`config.mk`:
```
export PLATFORM = sky130hd
export DESIGN_NAME = waveform_line_plotter
export DESIGN_NICKNAME = d
export VERILOG_FILES = /design/src/wlp_pkg.sv /design/src/wlp_sequencer.sv /design/src/wlp_datapath.sv /design/src/waveform_line_plotter.sv
export VERILOG_INCLUDE_DIRS = /design/src /design/src/src
export SDC_FILE = /design/constraint.sdc
export NUM_CORES = 1
export LEC_CHECK = 0
export BUFFER_PORTS_ARGS = -buffer_cell sky130_fd_sc_hd__buf_2
export CAP_MARGIN = 20
export CORE_ASPECT_RATIO = 0.5
export CORE_MARGIN = 2
export CORE_UTILIZATION = 45
export CTS_CLUSTER_DIAMETER = 200
export CTS_CLUSTER_SIZE = 8
export DETAILED_ROUTE_END_ITERATION = 8
export PLACE_DENSITY = 0.73
export SLEW_MARGIN = 20
export SYNTH_ARGS = -nofsm -noshare
export SYNTH_HDL_FRONTEND = slang
export SYNTH_SLANG_ARGS = --single-unit
export TNS_END_PERCENT = 10
```
`constraint.sdc`:
```
create_clock -name clk -period 7.6 [get_ports clk]
set_input_delay 0.76 -clock clk [delete_from_list [all_inputs] [get_ports clk]]
set_output_delay 0.76 -clock clk [all_outputs]
set_load 0.01 [all_outputs]
```
`src/waveform_line_plotter_assert.svh`:
```
// ----------------------------------------------------------------------------
// Waveform line plotter assertion macros
// Concurrent assertion wrappers shared by the plotter modules.
// ----------------------------------------------------------------------------
`ifndef WAVEFORM_LINE_PLOTTER_ASSERT_SVH
`define WAVEFORM_LINE_PLOTTER_ASSERT_SVH

`ifndef SYNTHESIS

// Same-cycle implication, checked at every rising clock edge out of reset.
`define WLP_ASSERT_IMP(lbl, ante, cons, msg) \
  lbl: assert property (@(posedge clk) disable iff (!rst_n) (ante) |-> (cons)) \
    else $error(msg);

// Next-cycle implication, checked at every rising clock edge out of reset.
`define WLP_ASSERT_NXT(lbl, ante, cons, msg) \
  lbl: assert property (@(posedge clk) disable iff (!rst_n) (ante) |=> (cons)) \
    else $error(msg);

`else

`define WLP_ASSERT_IMP(lbl, ante, cons, msg)
`define WLP_ASSERT_NXT(lbl, ante, cons, msg)

`endif

`endif

```
`src/wlp_pkg.sv`:
```
// ----------------------------------------------------------------------------
// Waveform line plotter package
// Widths, register indexes, microcode types and control/status structs.
// ----------------------------------------------------------------------------
package wlp_pkg;

  localparam int RAW_W       = 16;
  localparam int ROW_W       = 6;
  localparam int COL_OUT_W   = 6;
  localparam int COLOR_W     = 16;
  localparam int YOFF_W      = 8;
  localparam int DIFF_W      = 19;
  localparam int ERR_W       = ROW_W + 1;
  localparam int CFG_DATA_W  = 16;
  localparam int CFG_ADDR_W  = 1;
  localparam int OUT_TDATA_W = 32;
  localparam int LINE_DX     = 1;

  localparam logic [COLOR_W-1:0] COLOR_RESET = 16'hF800;

  typedef enum logic [CFG_ADDR_W-1:0] {
    REG_Y_OFFSET    = 1'b0,
    REG_TRACE_COLOR = 1'b1
  } cfg_reg_t;

  typedef enum logic [2:0] {
    UPC_IDLE   = 3'd0,
    UPC_ROW    = 3'd1,
    UPC_SETUP  = 3'd2,
    UPC_LINE   = 3'd3,
    UPC_COMMIT = 3'd4,
    UPC_FIRST  = 3'd5
  } upc_t;

  typedef enum logic [1:0] {
    COND_ALWAYS = 2'd0,
    COND_IN     = 2'd1,
    COND_FIRST  = 2'd2,
    COND_DONE   = 2'd3
  } cond_t;

  typedef enum logic [2:0] {
    OP_WAIT_IN = 3'd0,
    OP_ROW     = 3'd1,
    OP_SETUP   = 3'd2,
    OP_LINE    = 3'd3,
    OP_COMMIT  = 3'd4,
    OP_FIRST   = 3'd5
  } op_t;

  typedef struct packed {
    op_t   op;
    cond_t cond;
    logic  hold;
    upc_t  target;
  } ucode_t;

  typedef struct packed {
    logic in_acc;
    logic first;
    logic done;
  } stat_t;

endpackage

```
`src/wlp_sequencer.sv`:
```
// ----------------------------------------------------------------------------
// Waveform line plotter sequencer
// Step counter and control store; issues one datapath operation per step.
// ----------------------------------------------------------------------------
`include "waveform_line_plotter_assert.svh"

module wlp_sequencer (
  input  logic             clk,
  input  logic             rst_n,
  input  wlp_pkg::stat_t   stat,
  output wlp_pkg::op_t     op
);

  wlp_pkg::upc_t   upc_r;
  wlp_pkg::upc_t   upc_nxt;
  wlp_pkg::ucode_t uword;
  logic            cond_true;

  always_comb begin
    case (upc_r)
      wlp_pkg::UPC_IDLE: begin
        uword = '{wlp_pkg::OP_WAIT_IN, wlp_pkg::COND_IN, 1'b1, wlp_pkg::UPC_ROW};
      end
      wlp_pkg::UPC_ROW: begin
        uword = '{wlp_pkg::OP_ROW, wlp_pkg::COND_ALWAYS, 1'b0, wlp_pkg::UPC_SETUP};
      end
      wlp_pkg::UPC_SETUP: begin
        uword = '{wlp_pkg::OP_SETUP, wlp_pkg::COND_FIRST, 1'b0, wlp_pkg::UPC_FIRST};
      end
      wlp_pkg::UPC_LINE: begin
        uword = '{wlp_pkg::OP_LINE, wlp_pkg::COND_DONE, 1'b1, wlp_pkg::UPC_COMMIT};
      end
      wlp_pkg::UPC_COMMIT: begin
        uword = '{wlp_pkg::OP_COMMIT, wlp_pkg::COND_ALWAYS, 1'b0, wlp_pkg::UPC_IDLE};
      end
      wlp_pkg::UPC_FIRST: begin
        uword = '{wlp_pkg::OP_FIRST, wlp_pkg::COND_DONE, 1'b1, wlp_pkg::UPC_IDLE};
      end
      default: begin
        uword = '{wlp_pkg::OP_WAIT_IN, wlp_pkg::COND_ALWAYS, 1'b0, wlp_pkg::UPC_IDLE};
      end
    endcase
  end

  always_comb begin
    case (uword.cond)
      wlp_pkg::COND_ALWAYS: cond_true = 1'b1;
      wlp_pkg::COND_IN:     cond_true = stat.in_acc;
      wlp_pkg::COND_FIRST:  cond_true = stat.first;
      wlp_pkg::COND_DONE:   cond_true = stat.done;
      default:              cond_true = 1'b1;
    endcase
  end

  always_comb begin
    if (cond_true) begin
      upc_nxt = uword.target;
    end else if (uword.hold) begin
      upc_nxt = upc_r;
    end else begin
      upc_nxt = wlp_pkg::upc_t'(upc_r + 3'd1);
    end
  end

  assign op = uword.op;

  always_ff @(posedge clk) begin
    if (!rst_n) begin
      upc_r <= wlp_pkg::UPC_IDLE;
    end else begin
      upc_r <= upc_nxt;
    end
  end

  `WLP_ASSERT_NXT(a_accept_to_row, stat.in_acc, upc_r == wlp_pkg::UPC_ROW, "accept did not start row step")
  `WLP_ASSERT_IMP(a_accept_idle, stat.in_acc, upc_r == wlp_pkg::UPC_IDLE, "request taken outside idle step")
  `WLP_ASSERT_NXT(a_setup_branch, (upc_r == wlp_pkg::UPC_SETUP) && !stat.first, upc_r == wlp_pkg::UPC_LINE, "setup did not fall into line step")

endmodule

```
`src/wlp_datapath.sv`:
```
// ----------------------------------------------------------------------------
// Waveform line plotter datapath
// Row clamp, line stepper with error accumulators, point state and output stage.
// ----------------------------------------------------------------------------
`include "waveform_line_plotter_assert.svh"

module wlp_datapath #(
  parameter int PLOT_WIDTH  = 51,
  parameter int ROW_ORIGIN  = 40,
  parameter int PLOT_HEIGHT = 41
) (
  input  logic                                 clk,
  input  logic                                 rst_n,
  input  wlp_pkg::op_t                         op,
  output wlp_pkg::stat_t                       stat,
  input  logic                                 cfg_we,
  input  logic [wlp_pkg::CFG_ADDR_W-1:0]       cfg_addr,
  input  logic [wlp_pkg::CFG_DATA_W-1:0]       cfg_wdata,
  input  logic                                 in_valid,
  output logic                                 in_ready,
  input  logic [wlp_pkg::RAW_W-1:0]            in_raw,
  output logic                                 out_valid,
  input  logic                                 out_ready,
  output logic [wlp_pkg::COL_OUT_W-1:0]        out_col,
  output logic [wlp_pkg::ROW_W-1:0]            out_row,
  output logic [wlp_pkg::COLOR_W-1:0]          out_color,
  output logic                                 out_last
);

  localparam int COL_W = (PLOT_WIDTH > 2) ? $clog2(PLOT_WIDTH) : 1;
  localparam logic [COL_W-1:0] COL_LAST = COL_W'(PLOT_WIDTH - 1);
  localparam logic [wlp_pkg::ROW_W-1:0] ROW_MAX = wlp_pkg::ROW_W'(PLOT_HEIGHT - 1);

  logic [wlp_pkg::YOFF_W-1:0]  y_offset_r;
  logic [wlp_pkg::COLOR_W-1:0] trace_color_r;
  logic [wlp_pkg::RAW_W-1:0]   sample_r;
  logic [wlp_pkg::ROW_W-1:0]   tgt_row_r;
  logic [COL_W-1:0]            prev_col_r;
  logic [wlp_pkg::ROW_W-1:0]   prev_row_r;
  logic                        first_r;
  logic [COL_W-1:0]            cx_r;
  logic [wlp_pkg::ROW_W-1:0]   cy_r;
  logic [wlp_pkg::ERR_W-1:0]   ex_r;
  logic [wlp_pkg::ERR_W-1:0]   ey_r;
  logic [wlp_pkg::ROW_W-1:0]   dy_r;
  logic                        up_r;
  logic [wlp_pkg::ROW_W-1:0]   dist_r;
  logic [wlp_pkg::ROW_W-1:0]   t_r;
  logic                        out_valid_r;
  logic [wlp_pkg::COL_OUT_W-1:0] out_col_r;
  logic [wlp_pkg::ROW_W-1:0]   out_row_r;
  logic [wlp_pkg::COLOR_W-1:0] out_color_r;
  logic                        out_last_r;

  logic [wlp_pkg::DIFF_W-1:0]  r_full;
  logic [wlp_pkg::ROW_W-1:0]   row_clamped;
  logic [wlp_pkg::ROW_W-1:0]   dy_calc;
  logic [wlp_pkg::ERR_W-1:0]   ex_inc;
  logic [wlp_pkg::ERR_W-1:0]   ey_inc;
  logic [wlp_pkg::ERR_W-1:0]   dist_ext;
  logic [COL_W-1:0]            col_inc;
  logic                        out_free;
  logic                        line_last;
  logic                        emit;

  assign out_free  = !out_valid_r || out_ready;
  assign line_last = (t_r == dist_r);
  assign emit      = out_free && ((op == wlp_pkg::OP_LINE) || (op == wlp_pkg::OP_FIRST));

  assign in_ready    = (op == wlp_pkg::OP_WAIT_IN);
  assign stat.in_acc = in_valid && (op == wlp_pkg::OP_WAIT_IN);
  assign stat.first  = first_r;
  assign stat.done   = out_free && ((op == wlp_pkg::OP_FIRST) || line_last);

  always_comb begin
    r_full = wlp_pkg::DIFF_W'(y_offset_r)
           - {{(wlp_pkg::DIFF_W - wlp_pkg::RAW_W){sample_r[wlp_pkg::RAW_W-1]}}, sample_r}
           - wlp_pkg::DIFF_W'(ROW_ORIGIN);
    if (r_full[wlp_pkg::DIFF_W-1]) begin
      row_clamped = '0;
    end else if (r_full > wlp_pkg::DIFF_W'(PLOT_HEIGHT - 1)) begin
      row_clamped = ROW_MAX;
    end else begin
      row_clamped = r_full[wlp_pkg::ROW_W-1:0];
    end
  end

  assign dy_calc  = (tgt_row_r >= prev_row_r) ? (tgt_row_r - prev_row_r)
                                               : (prev_row_r - tgt_row_r);
  assign dist_ext = {1'b0, dist_r};
  assign ex_inc   = ex_r + wlp_pkg::ERR_W'(wlp_pkg::LINE_DX);
  assign ey_inc   = ey_r + {1'b0, dy_r};
  assign col_inc  = prev_col_r + COL_W'(1);

  always_ff @(posedge clk) begin
    if (!rst_n) begin
      y_offset_r    <= '0;
      trace_color_r <= wlp_pkg::COLOR_RESET;
    end else if (cfg_we) begin
      case (wlp_pkg::cfg_reg_t'(cfg_addr))
        wlp_pkg::REG_Y_OFFSET:    y_offset_r    <= cfg_wdata[wlp_pkg::YOFF_W-1:0];
        wlp_pkg::REG_TRACE_COLOR: trace_color_r <= cfg_wdata[wlp_pkg::COLOR_W-1:0];
        default: begin
        end
      endcase
    end
  end

  always_ff @(posedge clk) begin
    if (!rst_n) begin
      prev_col_r <= '0;
      prev_row_r <= '0;
      first_r    <= 1'b1;
    end else begin
      if (op == wlp_pkg::OP_COMMIT) begin
        prev_col_r <= (col_inc < COL_LAST) ? col_inc : '0;
        prev_row_r <= tgt_row_r;
      end else if ((op == wlp_pkg::OP_FIRST) && out_free) begin
        prev_col_r <= '0;
        prev_row_r <= tgt_row_r;
        first_r    <= 1'b0;
      end
    end
  end

  always_ff @(posedge clk) begin
    if (stat.in_acc) begin
      sample_r <= in_raw;
    end
    if (op == wlp_pkg::OP_ROW) begin
      tgt_row_r <= row_clamped;
    end
    if (op == wlp_pkg::OP_SETUP) begin
      dy_r   <= dy_calc;
      up_r   <= (tgt_row_r > prev_row_r);
      dist_r <= (dy_calc > wlp_pkg::ROW_W'(wlp_pkg::LINE_DX)) ? dy_calc
                                                              : wlp_pkg::ROW_W'(wlp_pkg::LINE_DX);
      ex_r   <= '0;
      ey_r   <= '0;
      cx_r   <= prev_col_r;
      cy_r   <= prev_row_r;
      t_r    <= '0;
    end else if ((op == wlp_pkg::OP_LINE) && out_free) begin
      t_r <= t_r + wlp_pkg::ROW_W'(1);
      if (ex_inc > dist_ext) begin
        ex_r <= ex_inc - dist_ext;
        cx_r <= cx_r + COL_W'(1);
      end else begin
        ex_r <= ex_inc;
      end
      if (ey_inc > dist_ext) begin
        ey_r <= ey_inc - dist_ext;
        cy_r <= up_r ? (cy_r + wlp_pkg::ROW_W'(1)) : (cy_r - wlp_pkg::ROW_W'(1));
      end else begin
        ey_r <= ey_inc;
      end
    end
  end

  always_ff @(posedge clk) begin
    if (!rst_n) begin
      out_valid_r <= 1'b0;
    end else if (emit) begin
      out_valid_r <= 1'b1;
    end else if (out_ready) begin
      out_valid_r <= 1'b0;
    end
  end

  always_ff @(posedge clk) begin
    if (emit) begin
      out_color_r <= trace_color_r;
      if (op == wlp_pkg::OP_FIRST) begin
        out_col_r  <= '0;
        out_row_r  <= tgt_row_r;
        out_last_r <= 1'b1;
      end else begin
        out_col_r  <= wlp_pkg::COL_OUT_W'(cx_r);
        out_row_r  <= cy_r;
        out_last_r <= line_last;
      end
    end
  end

  assign out_valid = out_valid_r;
  assign out_col   = out_col_r;
  assign out_row   = out_row_r;
  assign out_color = out_color_r;
  assign out_last  = out_last_r;

  `WLP_ASSERT_IMP(a_line_count, op == wlp_pkg::OP_LINE, t_r <= dist_r, "pixel count ran past line length")
  `WLP_ASSERT_IMP(a_line_row, op == wlp_pkg::OP_LINE, cy_r <= ROW_MAX, "line row left the plot")
  `WLP_ASSERT_NXT(a_first_once, (op == wlp_pkg::OP_FIRST) && out_free, !first_r, "first point flag not cleared")

endmodule

```
`src/waveform_line_plotter.sv`:
```
// ----------------------------------------------------------------------------
// Waveform line plotter
// Turns signed samples into trace pixel writes joining consecutive points.
// ----------------------------------------------------------------------------
// Each request on the in_ channel carries one signed sample. The sample is
// mapped to a plot row and a line is drawn from the previous point toward the
// next column, one pixel write request per cycle on the out_ channel while
// out_tready is high. The last pixel of each sample carries out_tlast. The
// first sample after reset produces a single pixel at column 0.
// The block works on one sample at a time under a microcoded step counter.
// in_tready stays low from the accept until the last pixel of the sample has
// entered the output register and, for a line, the commit step has run. A line
// has dist + 1 pixels, where dist is the larger of one and the row span of the
// line (at most PLOT_HEIGHT - 1). The first pixel is registered onto out_tvalid
// after the row, setup and line (or first) steps.
// The output stage is a single register: while the receiver holds out_tready
// low, the pixel stepper waits and no pixel is lost or repeated.
// Reset clears the previous point, restores the default color, and returns
// the sequencer to its idle step; configuration writes take effect at once.
// ----------------------------------------------------------------------------
module waveform_line_plotter #(
  parameter int PLOT_WIDTH  = 51,
  parameter int ROW_ORIGIN  = 40,
  parameter int PLOT_HEIGHT = 41
) (
  input  logic                                 clk,
  input  logic                                 rst_n,
  input  logic                                 cfg_we,
  input  logic [wlp_pkg::CFG_ADDR_W-1:0]       cfg_addr,
  input  logic [wlp_pkg::CFG_DATA_W-1:0]       cfg_wdata,
  input  logic                                 in_tvalid,
  output logic                                 in_tready,
  // raw_value [15:0]
  input  logic [wlp_pkg::RAW_W-1:0]            in_tdata,
  output logic                                 out_tvalid,
  input  logic                                 out_tready,
  // pixel_col [5:0], pixel_row [11:6], pixel_color [27:12], zero fill [31:28]
  output logic [wlp_pkg::OUT_TDATA_W-1:0]      out_tdata,
  output logic                                 out_tlast
);

  wlp_pkg::op_t   op;
  wlp_pkg::stat_t stat;

  logic [wlp_pkg::COL_OUT_W-1:0] pix_col;
  logic [wlp_pkg::ROW_W-1:0]     pix_row;
  logic [wlp_pkg::COLOR_W-1:0]   pix_color;

  wlp_sequencer u_seq (
    .clk   (clk),
    .rst_n (rst_n),
    .stat  (stat),
    .op    (op)
  );

  wlp_datapath #(
    .PLOT_WIDTH  (PLOT_WIDTH),
    .ROW_ORIGIN  (ROW_ORIGIN),
    .PLOT_HEIGHT (PLOT_HEIGHT)
  ) u_dp (
    .clk       (clk),
    .rst_n     (rst_n),
    .op        (op),
    .stat      (stat),
    .cfg_we    (cfg_we),
    .cfg_addr  (cfg_addr),
    .cfg_wdata (cfg_wdata),
    .in_valid  (in_tvalid),
    .in_ready  (in_tready),
    .in_raw    (in_tdata),
    .out_valid (out_tvalid),
    .out_ready (out_tready),
    .out_col   (pix_col),
    .out_row   (pix_row),
    .out_color (pix_color),
    .out_last  (out_tlast)
  );

  assign out_tdata = {
    {(wlp_pkg::OUT_TDATA_W - wlp_pkg::COLOR_W - wlp_pkg::ROW_W - wlp_pkg::COL_OUT_W){1'b0}},
    pix_color, pix_row, pix_col
  };

endmodule
```
==> results of run 1 <==
==> per-layer routing <==
metal | global-route usage | share of wire
met4 | 0.06576 | 0.015
met1 | 0.2381 | 0.46
met5 | 0 | 0
met2 | 0.3180 | 0.48
met3 | 0.03359 | 0.043
==> power by group <==
part,switching [mW],total [mW],leakage (nW),internal (mW)
Sequential,0.109,1.11,1.20,1.00
Combinational,0.940,1.59,2.12,0.653
Clock,0.327,0.765,0.260,0.438
==> per-stage QoR <==
stage	hold WS [ps]	setup WS [ps]	power, mW	cells
2_1_floorplan	408.1	4218	2.313	793
3_3_place_gp	413.0	3865	2.621	1067
3_5_place_dp	417.1	3805	2.685	1068
4_1_cts	432.4	3778	3.463	1100
5_1_grt	447.3	3573	3.710	1102
6_report	431.4	3749	3.469	1102
==> flip-flops by register name, summed over array words and instances (netlist names), 7 cells and up <==
register            count
u_dp.sample_r          16
u_dp.ey_r               7
u_dp.y_offset_r         8
u_dp.trace_color_r     16
u_dp.ex_r               7
u_dp.out_color         16
==> Yosys cell counts, types with 7 or more instances <==
cell type,instances
nand2_1,79
nand3_1,18
o21ai_1,7
nor2b_1,13
edfxtp_1,76
ha_1,52
o21ai_0,47
nor2_1,74
inv_1,53
xnor2_1,32
clkbuf_1,18
or3_1,9
a21o_1,9
dfxtp_1,61
xor2_1,25
mux2i_1,23
and2_1,13
fa_1,7
a21oi_1,65
nor3_1,10
==> cells by family (layout without fill, tap and decap cells) <==
kind of cell    count (synthesis)  count (layout)  share of synthesized area
compound gates                184             184                     0.1474
xor+xnor                       57              57                    0.06498
fa+ha+maj                      59              59                     0.1029
buf+inv                        78             160                    0.04104
flops                         137             137                     0.4560
mux                            25              25                    0.03290
other cells                     1               4                  0.0004881
simple gates                  249             249                     0.1542
==> worst min path at each step <==
| stage | slack [ps] | to |
|---|---|---|
| 2_1_floorplan | 410 | u_dp.out_color[0] |
| 3_3_place_gp | 410 | u_dp.out_color[2] |
| 3_5_place_dp | 420 | u_dp.out_color[5] |
| 4_1_cts | 430 | u_dp.out_color[0] |
| 5_1_grt | 450 | u_dp.out_color[2] |
| 6_report | 430 | u_dp.out_color[0] |
==> final cells by class <==
type                       instances  area share
sequential                       137      0.3967
multi-input combinational        578      0.4394
clock inverter                    12     0.01034
timing repair buffer              74     0.04676
inverter                          54     0.02295
tap                              227     0.03216
clock buffer                      20     0.05171
==> reports/qor.csv, run 1 <==
stage,metric,value,unit
setup_path,r2r worst-path depth,10,
final_layout,fillcell total,1414,
setup_path,Reg-to-Reg End,u_dp.cy_r[0],
floorplan,Die X,188.8,um
status,outcome,"complete, no violations",
setup_path,critical path's most frequent cell,a21o_1,
final_layout,register area,0.003503,mm^2
setup_path,flop-to-flop setup slack,3750,ps
logic_synthesis,Syn Std Cell Area,0.007682,mm^2
floorplan,Std-Cell Rows,33,
setup_path,critical path type,flip-flop to flip-flop,
final_layout,most frequent cells in the layout,"nand2_1 (79), edfxtp_1 (76), nor2_1 (74)",
power_and_ir_drop,Worst IR Drop VDD,0.0001881,V
grt,vias in the first global route,5575,
setup_path,Worst Setup EP,u_dp.cy_r[0],
run,max_cap viols,0,
final_layout,diodes inserted,0,
logic_synthesis,"EDFF count, synth",76,
route,initial DRC count,408,
sta,part of the cycle the worst path needs,0.5067,
sta,TNS Setup,0,ps
cts,Bufs on Longest Clock Path,2,
sta,minimum clock period,3851,ps
sta,Least-Margin Pin Slew,956.8,ps
floorplan,initial core utilization,0.4640,
setup_path,worst-path maximum fanout,9,
route,DRT Wirelength,16630,um
setup_path,CP required,7650,ps
final_layout,Final Cell Area,0.008831,mm^2
final_layout,ratio of cells with drive above 1 in the final layout,0.1360,
sta,RSZ-0062 raised after global routing,no,
setup_path,Critical path buffers and inverters,0,
setup_path,CP Capture Type,flip-flop,
cts,H-Tree Depth,4,
logic_synthesis,synth warn,0,
logic_synthesis,syn avg cell area,9.725,um^2
floorplan,die extent in y,96.39,um
setup_path,critical path startpoint,u_dp.dy_r[0],
sta,count of final setup violators,0,
cts,TritonCTS clock tree,built,
power_and_ir_drop,pwr dens,392.8,mW/mm^2
setup_path,crit path cell chain,"ha_1, fa_1, ha_1, a21o_1, a21o_1, a21oi_1, o21bai_1, a21o_1, a21oi_1, o21ai_0",
cts,postcts setup bufs,0,
floorplan,die area,0.01820,mm^2
logic_synthesis,share of the synthesized area in the top cell type,0.2971,
sta,slew margin rel.,0.3608,
worst_hold_path,Hold WC Path Type,flip-flop to flip-flop,
logic_synthesis,top post-synthesis cells by area,"edfxtp_1 (30%), dfxtp_1 (16%), ha_1 (8.5%), a21oi_1 (4.2%), nand2_1 (3.9%)",
cts,worst skew pair latency,420,ps
setup_path,crit path max-delay cell type,a21oi_1,
worst_hold_path,hold path startpoint,u_dp.trace_color_r[0],
cts,cts-stage hold buffer count,0,
logic_synthesis,Seq cells post-synth,137,
logic_synthesis,Synth Flop Type,edfxtp_1,
cts,cts repair resizes,0,
floorplan,Floorplan Core Area,0.01656,mm^2
setup_path,CP top delay family,compound AO/OA/AOI/OAI gates,
worst_hold_path,Hold Path Depth,0,
logic_synthesis,Unique masters post-synth,64,
grt,Tot GR Track Use,0.1848,
final_layout,footprint of the multi-input gates,0.003880,mm^2
sta,Final Max Slew Viols,0,
final_layout,Area Overhead vs Synth,14.95,%
placement,I/O Buffers,68,
setup_path,CP Data Arrival Time,3900,ps
setup_path,RR Startpoint,u_dp.dy_r[0],
logic_synthesis,Yosys top cell by area,edfxtp_1,
route,TritonRoute pass-1 iters,5,
route,Via Count,5858,
power_and_ir_drop,Leak,3.582,nW
sta,f_max,259.7,MHz
grt,initial antenna violation count,0,
route,DR DRC count,0,
final_layout,nets,959,
route,drt via density,5.316,
setup_path,CP max stage delay,700,ps
sta,Layout Skew,12.62,ps
setup_path,Critical Path Source Type,flip-flop,
grt,global route overflow,0,
grt,first-pass GRT wire length,26790,um
logic_synthesis,asr flop ratio synth,0,
placement,gpl congestion,0.8448,
logic_synthesis,cell count after synthesis,790,
logic_synthesis,"Seq/Total Area, Yosys",0.4560,
route,post-route ant nets,0,
final_layout,Final Core Density,0.5334,
sta,final hold viol count,0,
setup_path,critical path depth,10,
cts,CTS Buf Count,17,
placement,HPWL Detailed,11920,um
floorplan,num ports,73,
cts,CTS root buffer,clkbuf_16,
route,DR WL/cell,15.09,um
cts,# clock sinks,137,
final_layout,"most common cell after layout, fill and taps aside",nand2_1,
placement,dpl cell area,0.008240,mm^2
cts,clk slew on worst S/H paths,60,ps
grt,largest net degree at the start of global routing,35,
Note: power is estimated with default switching activity, not from simulation.
==> run 2, diff against run 1 <==
--- a/config.mk
+++ b/config.mk
@@ -6,6 +6,7 @@
 export SDC_FILE = /design/constraint.sdc
 export NUM_CORES = 1
 export LEC_CHECK = 0
+export ABC_AREA = 1
 export BUFFER_PORTS_ARGS = -buffer_cell sky130_fd_sc_hd__buf_2
 export CAP_MARGIN = 20
 export CORE_ASPECT_RATIO = 0.5
@@ -14,7 +15,7 @@
 export CTS_CLUSTER_DIAMETER = 200
 export CTS_CLUSTER_SIZE = 8
 export DETAILED_ROUTE_END_ITERATION = 8
-export PLACE_DENSITY = 0.73
+export PLACE_DENSITY = 0.76
 export SLEW_MARGIN = 20
 export SYNTH_ARGS = -nofsm -noshare
 export SYNTH_HDL_FRONTEND = slang
==> constraint.sdc (replaced) <==
create_clock -name clk -period 3.4 [get_ports clk]
set_input_delay 0.34 -clock clk [delete_from_list [all_inputs] [get_ports clk]]
set_output_delay 0.34 -clock clk [all_outputs]
set_load 0.01 [all_outputs]
==> reports/qor.csv, run 2 <==
stage,metric,value,unit
placement,HPWL Detailed,13070,um
cts,TritonCTS clock tree,built,
worst_hold_path,Hold WC Path Type,input port to flip-flop,
power_and_ir_drop,power share of the combinational group,0.498,
grt,largest net degree at the start of global routing,37,
logic_synthesis,asr flop ratio synth,0,
sta,f_max,329.3,MHz
floorplan,Die X,192.9,um
sta,Final Max Slew Viols,0,
power_and_ir_drop,sequential power share,0.290,
cts,CTS root buffer,clkbuf_16,
route,DRT Wirelength,17470,um
route,DR DRC count,0,
placement,placed cells,1287,
logic_synthesis,Synth Flop Type,edfxtp_1,
setup_path,worst-path maximum fanout,6,
final_layout,"most common cell after layout, fill and taps aside",nand2_1,
power_and_ir_drop,Power Total,8.771,mW
sta,final hold viol count,0,
final_layout,Final Instance Count excl. Fillers,1319,
cts,clk slew on worst S/H paths,60,ps
grt,Tot GR Track Use,0.1904,
logic_synthesis,synth warn,0,
floorplan,die area,0.01900,mm^2
logic_synthesis,share of the synthesized area in the top cell type,0.2841,
floorplan,Floorplan Core Area,0.01744,mm^2
logic_synthesis,cell count after synthesis,995,
final_layout,Final Cell Area,0.009229,mm^2
setup_path,flop-to-flop setup slack,360,ps
cts,cts repair resizes,0,
power_and_ir_drop,Worst IR Drop VDD,0.0004301,V
logic_synthesis,XOR/XNOR share of the synthesized area,0.04361,
floorplan,num ports,73,
power_and_ir_drop,pwr dens,950.4,mW/mm^2
setup_path,crit path max-delay cell type,fa_1,
setup_path,crit path cell chain,"ha_1, fa_1, xor2_1, ha_1, a21oi_1, nand2_1, a21oi_1, o21ai_1, and2_1, o22ai_2, nand2_1, nand2_1, nand2_1",
run,max_cap viols,0,
logic_synthesis,syn avg cell area,8.073,um^2
final_layout,Area Overhead vs Synth,14.89,%
placement,dpl cell area,0.008635,mm^2
logic_synthesis,"EDFF count, synth",76,
logic_synthesis,mux share of post-synthesis cell area,0,
setup_path,CP required,3520,ps
final_layout,diodes inserted,0,
placement,I/O Buffers,68,
floorplan,die extent in y,98.48,um
sta,slew margin rel.,0.5650,
sta,Least-Margin Pin Slew,651.7,ps
floorplan,Std-Cell Rows,34,
logic_synthesis,post-synthesis compound-gate area fraction,0.09455,
cts,cts-stage hold buffer count,0,
sta,TNS Setup,0,ps
setup_path,Critical Path Source Type,flip-flop,
final_layout,fillcell total,1562,
final_layout,most frequent cells in the layout,"nand2_1 (214), inv_1 (146), nor2_1 (103)",
grt,global route overflow,0,
grt,first-pass GRT wire length,29210,um
logic_synthesis,Seq cells post-synth,137,
sta,part of the cycle the worst path needs,0.8932,
setup_path,CP max stage delay,440,ps
route,TritonRoute pass-1 iters,5,
cts,worst skew pair latency,410,ps
logic_synthesis,largest family of logic cells by synthesized area,simple AND/OR/NAND/NOR gates,
logic_synthesis,Syn Std Cell Area,0.008033,mm^2
cts,# clock sinks,137,
logic_synthesis,adder-cell share of the synthesized area,0.09844,
cts,H-Tree Depth,4,
logic_synthesis,Yosys top cell by area,edfxtp_1,
logic_synthesis,Commonest cells post-synth,"nand2_1 (214), inv_1 (146), nor2_1 (103), edfxtp_1 (76), o21ai_0 (70)",
route,Via Count,6718,
route,DR WL/cell,13.24,um
logic_synthesis,"Seq/Total Area, Yosys",0.4361,
logic_synthesis,"count leader, synth",nand2_1,
grt,initial antenna violation count,0,
setup_path,CP Data Arrival Time,3160,ps
setup_path,critical path's most frequent cell,nand2_1,
setup_path,critical path type,flip-flop to flip-flop,
power_and_ir_drop,Leak,4.362,nW
final_layout,nets,1169,
placement,gpl congestion,0.9271,
route,post-route ant nets,0,
cts,Bufs on Longest Clock Path,2,
sta,RSZ-0062 raised after global routing,no,
final_layout,ratio of cells with drive above 1 in the final layout,0.1318,
cts,postcts setup bufs,0,
logic_synthesis,Unique masters post-synth,39,
grt,vias in the first global route,6365,
sta,count of final setup violators,0,
status,outcome,"complete, no violations",
logic_synthesis,top post-synthesis cells by area,"edfxtp_1 (28%), dfxtp_1 (15%), nand2_1 (10%), ha_1 (8.1%), inv_1 (6.8%)",
power_and_ir_drop,Clk pwr share,0.212,
sta,minimum clock period,3037,ps
floorplan,initial core utilization,0.4605,
route,initial DRC count,435,
sta,Layout Skew,11.87,ps
power_and_ir_drop,Switch Pwr,3.705,mW
route,drt via density,5.093,
power_and_ir_drop,internal power,5.065,mW
power_and_ir_drop,switching share of power,0.4225,
setup_path,CP Capture Type,flip-flop,
logic_synthesis,simple-gate portion of the synthesized area,0.2421,
cts,CTS Buf Count,17,
[run 2: changes by cell type after synthesis, moves of 13 or more]
cell     change
nand2_1    +135
mux2i_1     -23
o21ai_0     +23
nor2_1      +29
xnor2_1     -20
nor2b_1     -13
inv_1       +93
nand3_1     +49
a21oi_1     -15
[run 2: final timing paths]
path | cells past startpoint | startpoint | to
max | 13 | u_dp.dy_r[0] | u_dp.cy_r[0]
min | 1 | in_tdata[5] | u_dp.sample_r[5]
max reg2reg | 13 | u_dp.dy_r[0] | u_dp.cy_r[0]
min reg2reg | 0 | u_dp.trace_color_r[10] | u_dp.out_color[10]
[run 2: critical path: cells and delay by family (launching register included)]
kind,cells,cell delay (ps)
adder cells (fa/ha/maj),3,1030
AO/OA/AOI/OAI,4,540
XOR/XNOR,1,200
AND/OR/NAND/NOR,5,620
flip-flops,1,370
[run 2: kinds of logic (layout without fill, tap and decap cells)]
family	after synthesis	count (layout)
fa+ha+maj	59	59
xor+xnor	40	40
compound gates	141	141
flops	137	137
other cells	1	4
simple gates	443	443
buf+inv	174	261
[run 2: routing by layer]
metal  global-route usage  wire length, um  vias to the layer above
met1               0.2443             8013                     3149
met5                    0                0                        -
met4              0.05769              260                        0
li1                     -                -                     3395
met3              0.03098              676                       24
met2               0.3317             8514                      150
[run 2: stage by stage]
| step | util | hold slack (ps) | setup WS, ps |
|---|---|---|---|
| global placement | 0.4951 | 413.6 | 538.6 |
| detailed placement | 0.4951 | 417.6 | 412.3 |
| floorplan | - | 408.6 | 458.1 |
| CTS | 0.5291 | 88.94 | 395.3 |
| global route | 0.5291 | 82.39 | 151.0 |
| finish | 0.5291 | 97.41 | 363.2 |
[run 2: final cells by class]
cell class	instances	area, um^2	area share
Clock buffer	20	456.7	0.04948
Timing Repair Buffer	77	407.9	0.04420
Multi-Input combinational cell	687	3860	0.4182
Clock inverter	12	137.6	0.01491
Sequential cell	137	3503	0.3796
Tap cell	234	292.8	0.03172
Inverter	152	570.5	0.06182
[run 2: power by group through the flow]
stage               registers, mW  clock network (mW)  logic [mW]
global placement             2.56                   0        4.14
finish                       2.55                1.86        4.37
floorplan                    2.53                   0        3.26
global route                 2.59                1.95        4.93
CTS                          2.54                1.88        4.33
detailed placement           2.57                   0        4.29
